### src/sv/ffsa_pkg.sv
package ffsa_pkg;

    typedef enum logic [2:0] {
        ST_OK        = 3'd0,
        ST_NO_FIT    = 3'd1,
        ST_NOT_FOUND = 3'd2,
        ST_TOO_LARGE = 3'd3,
        ST_FULL      = 3'd4
    } status_t;

    typedef enum logic {
        CMD_ALLOC   = 1'b0,
        CMD_RELEASE = 1'b1
    } cmd_t;

    localparam int STATUS_W = 3;

endpackage

### src/sv/ffsa_ram.sv
module ffsa_ram #(
    parameter int WIDTH = 8,
    parameter int DEPTH = 16
) (
    input  logic                     aclk,
    input  logic                     wr_en,
    input  logic [$clog2(DEPTH)-1:0] wr_addr,
    input  logic [WIDTH-1:0]         wr_data,
    input  logic [$clog2(DEPTH)-1:0] rd_addr,
    output logic [WIDTH-1:0]         rd_data
);

    logic [WIDTH-1:0] mem [DEPTH];

    always_ff @(posedge aclk) begin
        if (wr_en) begin
            mem[wr_addr] <= wr_data;
        end
        rd_data <= mem[rd_addr];
    end

endmodule

### src/sv/first_fit_segment_allocator_unit.sv
// First-fit segment allocator.
// Input channel s_*: one request per transaction, s_tuser holds cmd (allocate
// or release), tdata holds req_size and req_address. Output channel m_*: one
// result per request, tdata holds block_address and status.
// The segment table (start, length, used mark) lives in one RAM with a
// registered read port. A request walks the table one entry per cycle until
// the first matching entry, reads its successor, then opens or closes a slot
// by moving the later entries one per cycle, and finishes with up to two
// write-backs. The walk and the shift over the single RAM read port bound the
// time a request takes. One request is in work at a time; the next one is
// taken once the result is loaded and the block is back in IDLE.
// After reset the block writes the initial free segment covering the pool in
// its INIT state, then accepts requests.
// A finished result is held in the output register until the receiver takes
// it; a new request may be accepted meanwhile, but its own result waits
// until the register is free.
module first_fit_segment_allocator_unit #(
    parameter int POOL_BYTES   = 4096,
    parameter int MAX_SEGMENTS = 64,
    localparam int AW    = $clog2(POOL_BYTES),
    localparam int LW    = AW + 1,
    localparam int IN_W  = ((LW + AW + 7) / 8) * 8,
    localparam int OUT_W = ((AW + ffsa_pkg::STATUS_W + 7) / 8) * 8
) (
    input  logic             aclk,
    input  logic             aresetn,
    input  logic             s_tvalid,
    output logic             s_tready,
    input  logic [IN_W-1:0]  s_tdata,   // req_size, req_address
    input  logic             s_tuser,   // cmd
    output logic             m_tvalid,
    input  logic             m_tready,
    output logic [OUT_W-1:0] m_tdata    // block_address, status
);

    localparam int IW = $clog2(MAX_SEGMENTS);
    localparam int CW = $clog2(MAX_SEGMENTS + 1);
    localparam int EW = AW + LW + 1;

    typedef enum logic [2:0] {
        INIT, IDLE, SCAN, NEXTRD, DECIDE, SHIFT, WRA, DONE
    } state_t;

    state_t          state_reg;
    logic [CW-1:0]   count_reg;
    logic            cmd_reg;
    logic [LW-1:0]   size_reg;
    logic [AW-1:0]   addr_reg;
    logic [CW-1:0]   k_reg;
    logic            pend_reg;
    logic [CW-1:0]   pidx_reg;
    logic [CW-1:0]   i_reg;
    logic [EW-1:0]   cur_reg;
    logic [EW-1:0]   prev_reg;
    logic            prevok_reg;
    logic            nextok_reg;
    logic            up_reg;
    logic [1:0]      dist_reg;
    logic [CW-1:0]   sk_reg;
    logic [CW-1:0]   rem_reg;
    logic            spend_reg;
    logic [CW-1:0]   sdst_reg;
    logic [IW-1:0]   wa_addr_reg;
    logic [EW-1:0]   wa_data_reg;
    logic [IW-1:0]   wb_addr_reg;
    logic [EW-1:0]   wb_data_reg;
    logic            two_reg;
    logic            second_reg;
    ffsa_pkg::status_t st_reg;
    logic [AW-1:0]   baddr_reg;
    logic            mvalid_reg;
    logic [AW-1:0]   mbaddr_reg;
    ffsa_pkg::status_t mst_reg;

    logic            wr_en;
    logic [IW-1:0]   wr_addr;
    logic [EW-1:0]   wr_data;
    logic [IW-1:0]   rd_addr;
    logic [EW-1:0]   rd_data;

    logic [AW-1:0]   e_start, c_start, p_start;
    logic [LW-1:0]   e_len, c_len, p_len;
    logic            e_used, p_used;
    logic            match;
    logic            pf, nf, full;

    assign e_start = rd_data[AW-1:0];
    assign e_len   = rd_data[AW+LW-1:AW];
    assign e_used  = rd_data[EW-1];
    assign c_start = cur_reg[AW-1:0];
    assign c_len   = cur_reg[AW+LW-1:AW];
    assign p_start = prev_reg[AW-1:0];
    assign p_len   = prev_reg[AW+LW-1:AW];
    assign p_used  = prev_reg[EW-1];

    assign match = (cmd_reg == ffsa_pkg::CMD_ALLOC) ? (!e_used && e_len >= size_reg)
                                                    : (e_used && e_start == addr_reg);
    assign pf   = prevok_reg && !p_used;
    assign nf   = nextok_reg && !e_used;
    assign full = count_reg >= CW'(MAX_SEGMENTS);

    ffsa_ram #(.WIDTH(EW), .DEPTH(MAX_SEGMENTS)) u_table (
        .aclk    (aclk),
        .wr_en   (wr_en),
        .wr_addr (wr_addr),
        .wr_data (wr_data),
        .rd_addr (rd_addr),
        .rd_data (rd_data)
    );

    // Read address and write port steering.
    always_comb begin
        rd_addr = k_reg[IW-1:0];
        wr_en   = 1'b0;
        wr_addr = wa_addr_reg;
        wr_data = wa_data_reg;
        case (state_reg)
            INIT: begin
                wr_en   = 1'b1;
                wr_addr = '0;
                wr_data = {1'b0, LW'(POOL_BYTES), AW'(0)};
            end
            NEXTRD: rd_addr = IW'(i_reg + CW'(1));
            SHIFT: begin
                rd_addr = sk_reg[IW-1:0];
                wr_en   = spend_reg;
                wr_addr = sdst_reg[IW-1:0];
                wr_data = rd_data;
            end
            WRA: begin
                wr_en   = 1'b1;
                wr_addr = second_reg ? wb_addr_reg : wa_addr_reg;
                wr_data = second_reg ? wb_data_reg : wa_data_reg;
            end
            default: wr_en = 1'b0;
        endcase
    end

    assign s_tready = (state_reg == IDLE);
    assign m_tvalid = mvalid_reg;
    assign m_tdata  = OUT_W'({mst_reg, mbaddr_reg});

    always_ff @(posedge aclk) begin
        if (!aresetn) begin
            state_reg  <= INIT;
            count_reg  <= CW'(1);
            mvalid_reg <= 1'b0;
            pend_reg   <= 1'b0;
            spend_reg  <= 1'b0;
        end else begin
            // drop the taken result; DONE reloads the register itself
            if (mvalid_reg && m_tready && state_reg != DONE) begin
                mvalid_reg <= 1'b0;
            end
            case (state_reg)
                INIT: state_reg <= IDLE;
                IDLE: begin
                    if (s_tvalid) begin
                        cmd_reg    <= s_tuser;
                        size_reg   <= s_tdata[LW-1:0];
                        addr_reg   <= s_tdata[LW+AW-1:LW];
                        k_reg      <= '0;
                        pend_reg   <= 1'b0;
                        prevok_reg <= 1'b0;
                        baddr_reg  <= '0;
                        // zero-size allocate never fits
                        if (s_tuser == ffsa_pkg::CMD_ALLOC && s_tdata[LW-1:0] == '0) begin
                            st_reg    <= ffsa_pkg::ST_NO_FIT;
                            state_reg <= DONE;
                        end else begin
                            state_reg <= SCAN;
                        end
                    end
                end
                SCAN: begin
                    if (pend_reg && match) begin
                        i_reg     <= pidx_reg;
                        cur_reg   <= rd_data;
                        state_reg <= NEXTRD;
                    end else if (k_reg >= count_reg) begin
                        st_reg    <= (cmd_reg == ffsa_pkg::CMD_ALLOC) ? ffsa_pkg::ST_NO_FIT
                                                                      : ffsa_pkg::ST_NOT_FOUND;
                        state_reg <= DONE;
                    end else begin
                        if (pend_reg) begin
                            prev_reg   <= rd_data;
                            prevok_reg <= 1'b1;
                        end
                        pend_reg <= 1'b1;
                        pidx_reg <= k_reg;
                        k_reg    <= k_reg + CW'(1);
                    end
                end
                NEXTRD: begin
                    nextok_reg <= (i_reg + CW'(1)) < count_reg;
                    state_reg  <= DECIDE;
                end
                DECIDE: begin
                    // defaults: no move, one write-back
                    rem_reg    <= '0;
                    spend_reg  <= 1'b0;
                    two_reg    <= 1'b0;
                    second_reg <= 1'b0;
                    st_reg     <= ffsa_pkg::ST_OK;
                    state_reg  <= SHIFT;
                    if (cmd_reg == ffsa_pkg::CMD_ALLOC) begin
                        if (c_len == size_reg) begin
                            wa_addr_reg <= i_reg[IW-1:0];
                            wa_data_reg <= {1'b1, c_len, c_start};
                            baddr_reg   <= c_start;
                        end else if (full) begin
                            st_reg    <= ffsa_pkg::ST_FULL;
                            state_reg <= DONE;
                        end else begin
                            up_reg      <= 1'b1;
                            sk_reg      <= count_reg - CW'(1);
                            rem_reg     <= count_reg - i_reg - CW'(1);
                            wa_addr_reg <= IW'(i_reg + CW'(1));
                            wa_data_reg <= {1'b0, c_len - size_reg, c_start + AW'(size_reg)};
                            wb_addr_reg <= i_reg[IW-1:0];
                            wb_data_reg <= {1'b1, size_reg, c_start};
                            two_reg     <= 1'b1;
                            count_reg   <= count_reg + CW'(1);
                            baddr_reg   <= c_start;
                        end
                    end else if (size_reg == '0 || size_reg > c_len) begin
                        st_reg    <= ffsa_pkg::ST_TOO_LARGE;
                        state_reg <= DONE;
                    end else if (size_reg == c_len) begin
                        up_reg <= 1'b0;
                        if (pf && nf) begin
                            wa_addr_reg <= IW'(i_reg - CW'(1));
                            wa_data_reg <= {1'b0, p_len + c_len + e_len, p_start};
                            dist_reg    <= 2'd2;
                            sk_reg      <= i_reg + CW'(2);
                            rem_reg     <= count_reg - i_reg - CW'(2);
                            count_reg   <= count_reg - CW'(2);
                        end else if (pf) begin
                            wa_addr_reg <= IW'(i_reg - CW'(1));
                            wa_data_reg <= {1'b0, p_len + c_len, p_start};
                            dist_reg    <= 2'd1;
                            sk_reg      <= i_reg + CW'(1);
                            rem_reg     <= count_reg - i_reg - CW'(1);
                            count_reg   <= count_reg - CW'(1);
                        end else if (nf) begin
                            wa_addr_reg <= i_reg[IW-1:0];
                            wa_data_reg <= {1'b0, c_len + e_len, c_start};
                            dist_reg    <= 2'd1;
                            sk_reg      <= i_reg + CW'(2);
                            rem_reg     <= count_reg - i_reg - CW'(2);
                            count_reg   <= count_reg - CW'(1);
                        end else begin
                            wa_addr_reg <= i_reg[IW-1:0];
                            wa_data_reg <= {1'b0, c_len, c_start};
                        end
                    end else if (pf) begin
                        // leading bytes go to the free predecessor
                        wa_addr_reg <= IW'(i_reg - CW'(1));
                        wa_data_reg <= {1'b0, p_len + size_reg, p_start};
                        wb_addr_reg <= i_reg[IW-1:0];
                        wb_data_reg <= {1'b1, c_len - size_reg, c_start + AW'(size_reg)};
                        two_reg     <= 1'b1;
                    end else if (full) begin
                        st_reg    <= ffsa_pkg::ST_FULL;
                        state_reg <= DONE;
                    end else begin
                        up_reg      <= 1'b1;
                        sk_reg      <= count_reg - CW'(1);
                        rem_reg     <= count_reg - i_reg;
                        wa_addr_reg <= i_reg[IW-1:0];
                        wa_data_reg <= {1'b0, size_reg, c_start};
                        wb_addr_reg <= IW'(i_reg + CW'(1));
                        wb_data_reg <= {1'b1, c_len - size_reg, c_start + AW'(size_reg)};
                        two_reg     <= 1'b1;
                        count_reg   <= count_reg + CW'(1);
                    end
                end
                SHIFT: begin
                    // read one entry per cycle, write it to its new slot next cycle
                    if (rem_reg != '0) begin
                        rem_reg   <= rem_reg - CW'(1);
                        spend_reg <= 1'b1;
                        sdst_reg  <= up_reg ? sk_reg + CW'(1) : sk_reg - CW'(dist_reg);
                        sk_reg    <= up_reg ? sk_reg - CW'(1) : sk_reg + CW'(1);
                    end else begin
                        spend_reg <= 1'b0;
                        if (!spend_reg) begin
                            state_reg <= WRA;
                        end
                    end
                end
                WRA: begin
                    if (two_reg && !second_reg) begin
                        second_reg <= 1'b1;
                    end else begin
                        state_reg <= DONE;
                    end
                end
                DONE: begin
                    // hold the result until the output register is free
                    if (!mvalid_reg || m_tready) begin
                        mvalid_reg <= 1'b1;
                        mbaddr_reg <= (st_reg == ffsa_pkg::ST_OK) ? baddr_reg : '0;
                        mst_reg    <= st_reg;
                        state_reg  <= IDLE;
                    end
                end
                default: state_reg <= IDLE;
            endcase
        end
    end

endmodule

### config.mk
export PLATFORM = sky130hd
export DESIGN_NAME = first_fit_segment_allocator_unit
export DESIGN_NICKNAME = d
export VERILOG_FILES = /design/src/sv/ffsa_pkg.sv /design/src/sv/ffsa_ram.sv /design/src/sv/first_fit_segment_allocator_unit.sv
export SDC_FILE = /design/constraint.sdc
export NUM_CORES = 2
export LEC_CHECK = 0
export BUFFER_PORTS_ARGS = -buffer_cell sky130_fd_sc_hd__buf_2
export CAP_MARGIN = 40
export CORE_ASPECT_RATIO = 1.4
export CORE_MARGIN = 5
export CORE_UTILIZATION = 59
export CTS_BUF_LIST = sky130_fd_sc_hd__clkbuf_8
export CTS_CLUSTER_SIZE = 16
export DETAILED_ROUTE_END_ITERATION = 10
export MAX_ROUTING_LAYER = met4
export PLACE_DENSITY = 0.78
export SYNTH_ARGS = -nofsm -noshare
export SYNTH_HDL_FRONTEND = slang
export SYNTH_SLANG_ARGS = --single-unit
### constraint.sdc
create_clock -name aclk -period 4.8 [get_ports aclk]
set_clock_uncertainty 0.15 [all_clocks]
set_input_delay 0.24 -clock aclk [delete_from_list [all_inputs] [get_ports aclk]]
set_output_delay 0.24 -clock aclk [all_outputs]
set_load 0.03 [all_outputs]
==> impl_results.md <==
* Status: finished clean
* Layout cells sized above 1 at 12.1%
* Most common cell after layout, fill and taps aside: edfxtp_1
* 1st-iter DRT viols at 7536
* Htree depth at 5
* Fillcell total at 9369
* Most frequent CP cell: xnor2_1
* Post-synth ARST share at 0%
* FMAX at 230 MHz
* GR Util All Layers at 32.0%
* Remaining global-route overflow at 0
* Worst r2r path cells at 18
* Sw Ratio at 39.5%
* DR vias/cell at 6.33
* Row count at 161
* Unrepaired setup endpoints after global routing: no
* IO Port Bufs at 46
* R2r setup slk at 0.46 ns
* Final period util at 90.5%
* Hold_ws at 0.120 ns
* Core area at 138000 um2
* Yosys cell types at 85
* Netlist Area Pre-Place at 81800 um2
* Hold EP: state_reg[0]
* Largest net degree at the start of global routing at 158
* Initial antenna violation count at 1
* Hold_sp: aresetn
* Clk slew on worst S/H paths at 0.06 ns
* Post-synth EDFFs at 1881
* CTS Buffer Depth at 4
* Setup TNS Final at 0 ns
* Crit path launch type: flip-flop
* Reg area at 57300 um2
* Crit Path Max Fanout at 4
* Clk sinks at 1920
* CTS tree: yes
* Post-Route WL at 232 mm
* TritonRoute pass-1 iters at 8
* Hold/Removal Path Class: primary input to flip-flop
* Worst-margin pin slew at 0.985 ns
* Max FFs per register at 1664
* Worst slew margin at 33.8%
* Final Hold Fails at 0
* Full die area at 146000 um2
* Setup violators final at 0
* Synth Flop Type: edfxtp_1
* Die H at 450 um
* Avg Inst Size Synth at 12.2 um2
* Minimum clock period at 4.34 ns
* Worst-path cell chain: ha_1 > a211oi_1 > o21ai_0 > o31a_1 > a211oi_2 > o21ai_0 > a21oi_1 > xnor2_1 > ha_1 > buf_4 > a21oi_1 > o311ai_0 > buf_4 > xnor2_1 > nor2_1 > xnor2_1 > xnor2_1 > o311ai_1
* Syn-to-layout area delta at 12.4%
* Antenna-violating nets left at 0
* Worst-Skew Late Latency at 1.01 ns
* Most frequent cells in the layout: edfxtp_1 (1881), nand2_1 (1770), nand3_1 (482)
* Fin nets at 7235
* Most flop-heavy register: u_table.mem
* # IOs at 55
* Reg-to-reg endpoint: wa_data_reg[24]
* Final Slew Violations at 0
* Critical Path AT at 4.91 ns
* Area of the multi-input gates at 22700 um2
* Clk pwr share at 21.9%
* CTS Root Cell: clkbuf_8
* Internal power at 34.5 mW
* PwrDens at 621 nW/um2
* Crit path kind: flip-flop to flip-flop
* Sequential area share after synthesis at 70.0%
* Starting Density at 59.4%
* Crit path largest cell delay at 0.45 ns
* Critical path required time at 5.36 ns
* TritonCTS Buffers at 294
* WL per Instance at 25.7 um
* WP buf/inv at 2
* Critical Path End Type: flip-flop
* Mapped Nets at 6874
* Comb power frac at 38.7%
* Post-CTS Setup Inserts at 0
* Synth warn at 0
* VDD IR-drop max at 621 uV
* Critical path's slowest cell: edfxtp_1
* Max-cap viol count at 0
* Final GP Congestion at 0.979
* Hold path depth at 3
* Switching power at 22.5 mW
* Synth Register Bits at 1920
* Die Width at 325 um
* # DRC at 0
* Cells after synthesis at 6703
* First-pass GRT wire length at 344 mm
* Vias in the first global route at 57000
* Leakage at 33.0 nW
* Half-perimeter wire length after placement at 143 mm
* Crit path max-delay family: compound AO/OA/AOI/OAI gates
* Final Util at 66.8%
* Seq pwr share at 39.5%
* Vias post-DR at 57300
* Origin of the critical flop-to-flop path: cur_reg[13]
-- worst max-delay path by stage --
| stage | from | cells past startpoint | to |
|---|---|---|---|
| after floorplan | size_reg[1] | 11 | wa_addr_reg[0] |
| after global placement | cur_reg[13] | 18 | wa_data_reg[24] |
| after detailed placement | cur_reg[13] | 18 | wa_data_reg[24] |
| after CTS | cur_reg[13] | 18 | wa_data_reg[24] |
| after global routing | cur_reg[13] | 18 | wa_data_reg[24] |
| final | cur_reg[13] | 18 | wa_data_reg[24] |
-- metal layers --
metal  vias to the layer above  global-route usage (%)  share of wire, %  wire [um]
li1                      25100                       -                 -          -
met1                     27700                    36.7                33      77400
met2                      3696                    51.4                48     112000
met3                       843                    5.72               9.8      22800
met4                         0                    22.6               8.5      19700
met5                         -                       -                 0          0
-- cells by family after synthesis --
logic type / after synthesis / synth area share [%]
simple gates: 2941 / 15.1
flops: 1920 / 70.0
compound gates: 1014 / 7.75
buf+inv: 492 / 2.56
fa+ha+maj: 134 / 2.12
xor+xnor: 116 / 1.24
mux: 85 / 1.17
other cells: 1 / 0.00459
-- worst reg2reg max path: stages (launching register included) --
cell	delay [ns]
edfxtp_1	0.45
ha_1	0.34
a211oi_1	0.34
o21ai_0	0.20
o31a_1	0.31
a211oi_2	0.26
o21ai_0	0.14
a21oi_1	0.21
xnor2_1	0.18
ha_1	0.29
buf_4	0.15
a21oi_1	0.11
o311ai_0	0.14
buf_4	0.17
xnor2_1	0.11
nor2_1	0.13
xnor2_1	0.15
xnor2_1	0.15
o311ai_1	0.10
-- timing repair --
action,in CTS,in global routing
resized for setup,0,2
setup endpoints to repair,0,1
hold endpoints to repair,138,0
hold buffers,57,0
-- Yosys cell counts, types with 56 or more instances --
cell | count | area, um2
a21oi_1 | 379 | 1900
a31oi_1 | 60 | 375
a32oi_1 | 56 | 490
buf_2 | 165 | 826
clkbuf_1 | 172 | 646
edfxtp_1 | 1881 | 56500
ha_1 | 126 | 1580
inv_1 | 104 | 390
mux2i_1 | 72 | 721
nand2_1 | 1774 | 6660
nand3_1 | 482 | 2410
nor2_1 | 354 | 1330
nor3_1 | 139 | 696
o21ai_0 | 168 | 841
o22ai_1 | 107 | 669
xnor2_1 | 84 | 736
-- power by group through the flow --
stage	Clock (mW)	Combinational, mW	Sequential [mW]
3_3_place_gp	0	20.8	22.8
3_5_place_dp	0	21.5	22.8
5_1_grt	13.4	23.3	22.5
6_report	12.5	22.1	22.5
4_1_cts	12.6	21.6	22.5
2_1_floorplan	0	12.1	22.6
-- per-stage QoR --
step | instance area, um2 | std cells | setup WS [ns] | total power, mW
floorplan | 81800 | 6703 | 0.764 | 34.7
global placement | 86100 | 8499 | 0.325 | 43.6
detailed placement | 86200 | 8503 | 0.357 | 44.3
CTS | 91900 | 9048 | 0.306 | 56.7
global route | 91900 | 9050 | 0.0240 | 59.2
finish | 91900 | 9050 | 0.455 | 57.1
-- cell type report --
class | count | area share (%)
Clock inverter | 184 | 1.10
Tap cell | 1793 | 2.44
Multi-Input combinational cell | 4291 | 24.7
Clock buffer | 304 | 4.55
Timing Repair Buffer | 447 | 4.47
Sequential cell | 1920 | 62.3
Inverter | 110 | 0.449
Antenna cell | 1 | 0.00272
Power figures use the tool's default switching activity.
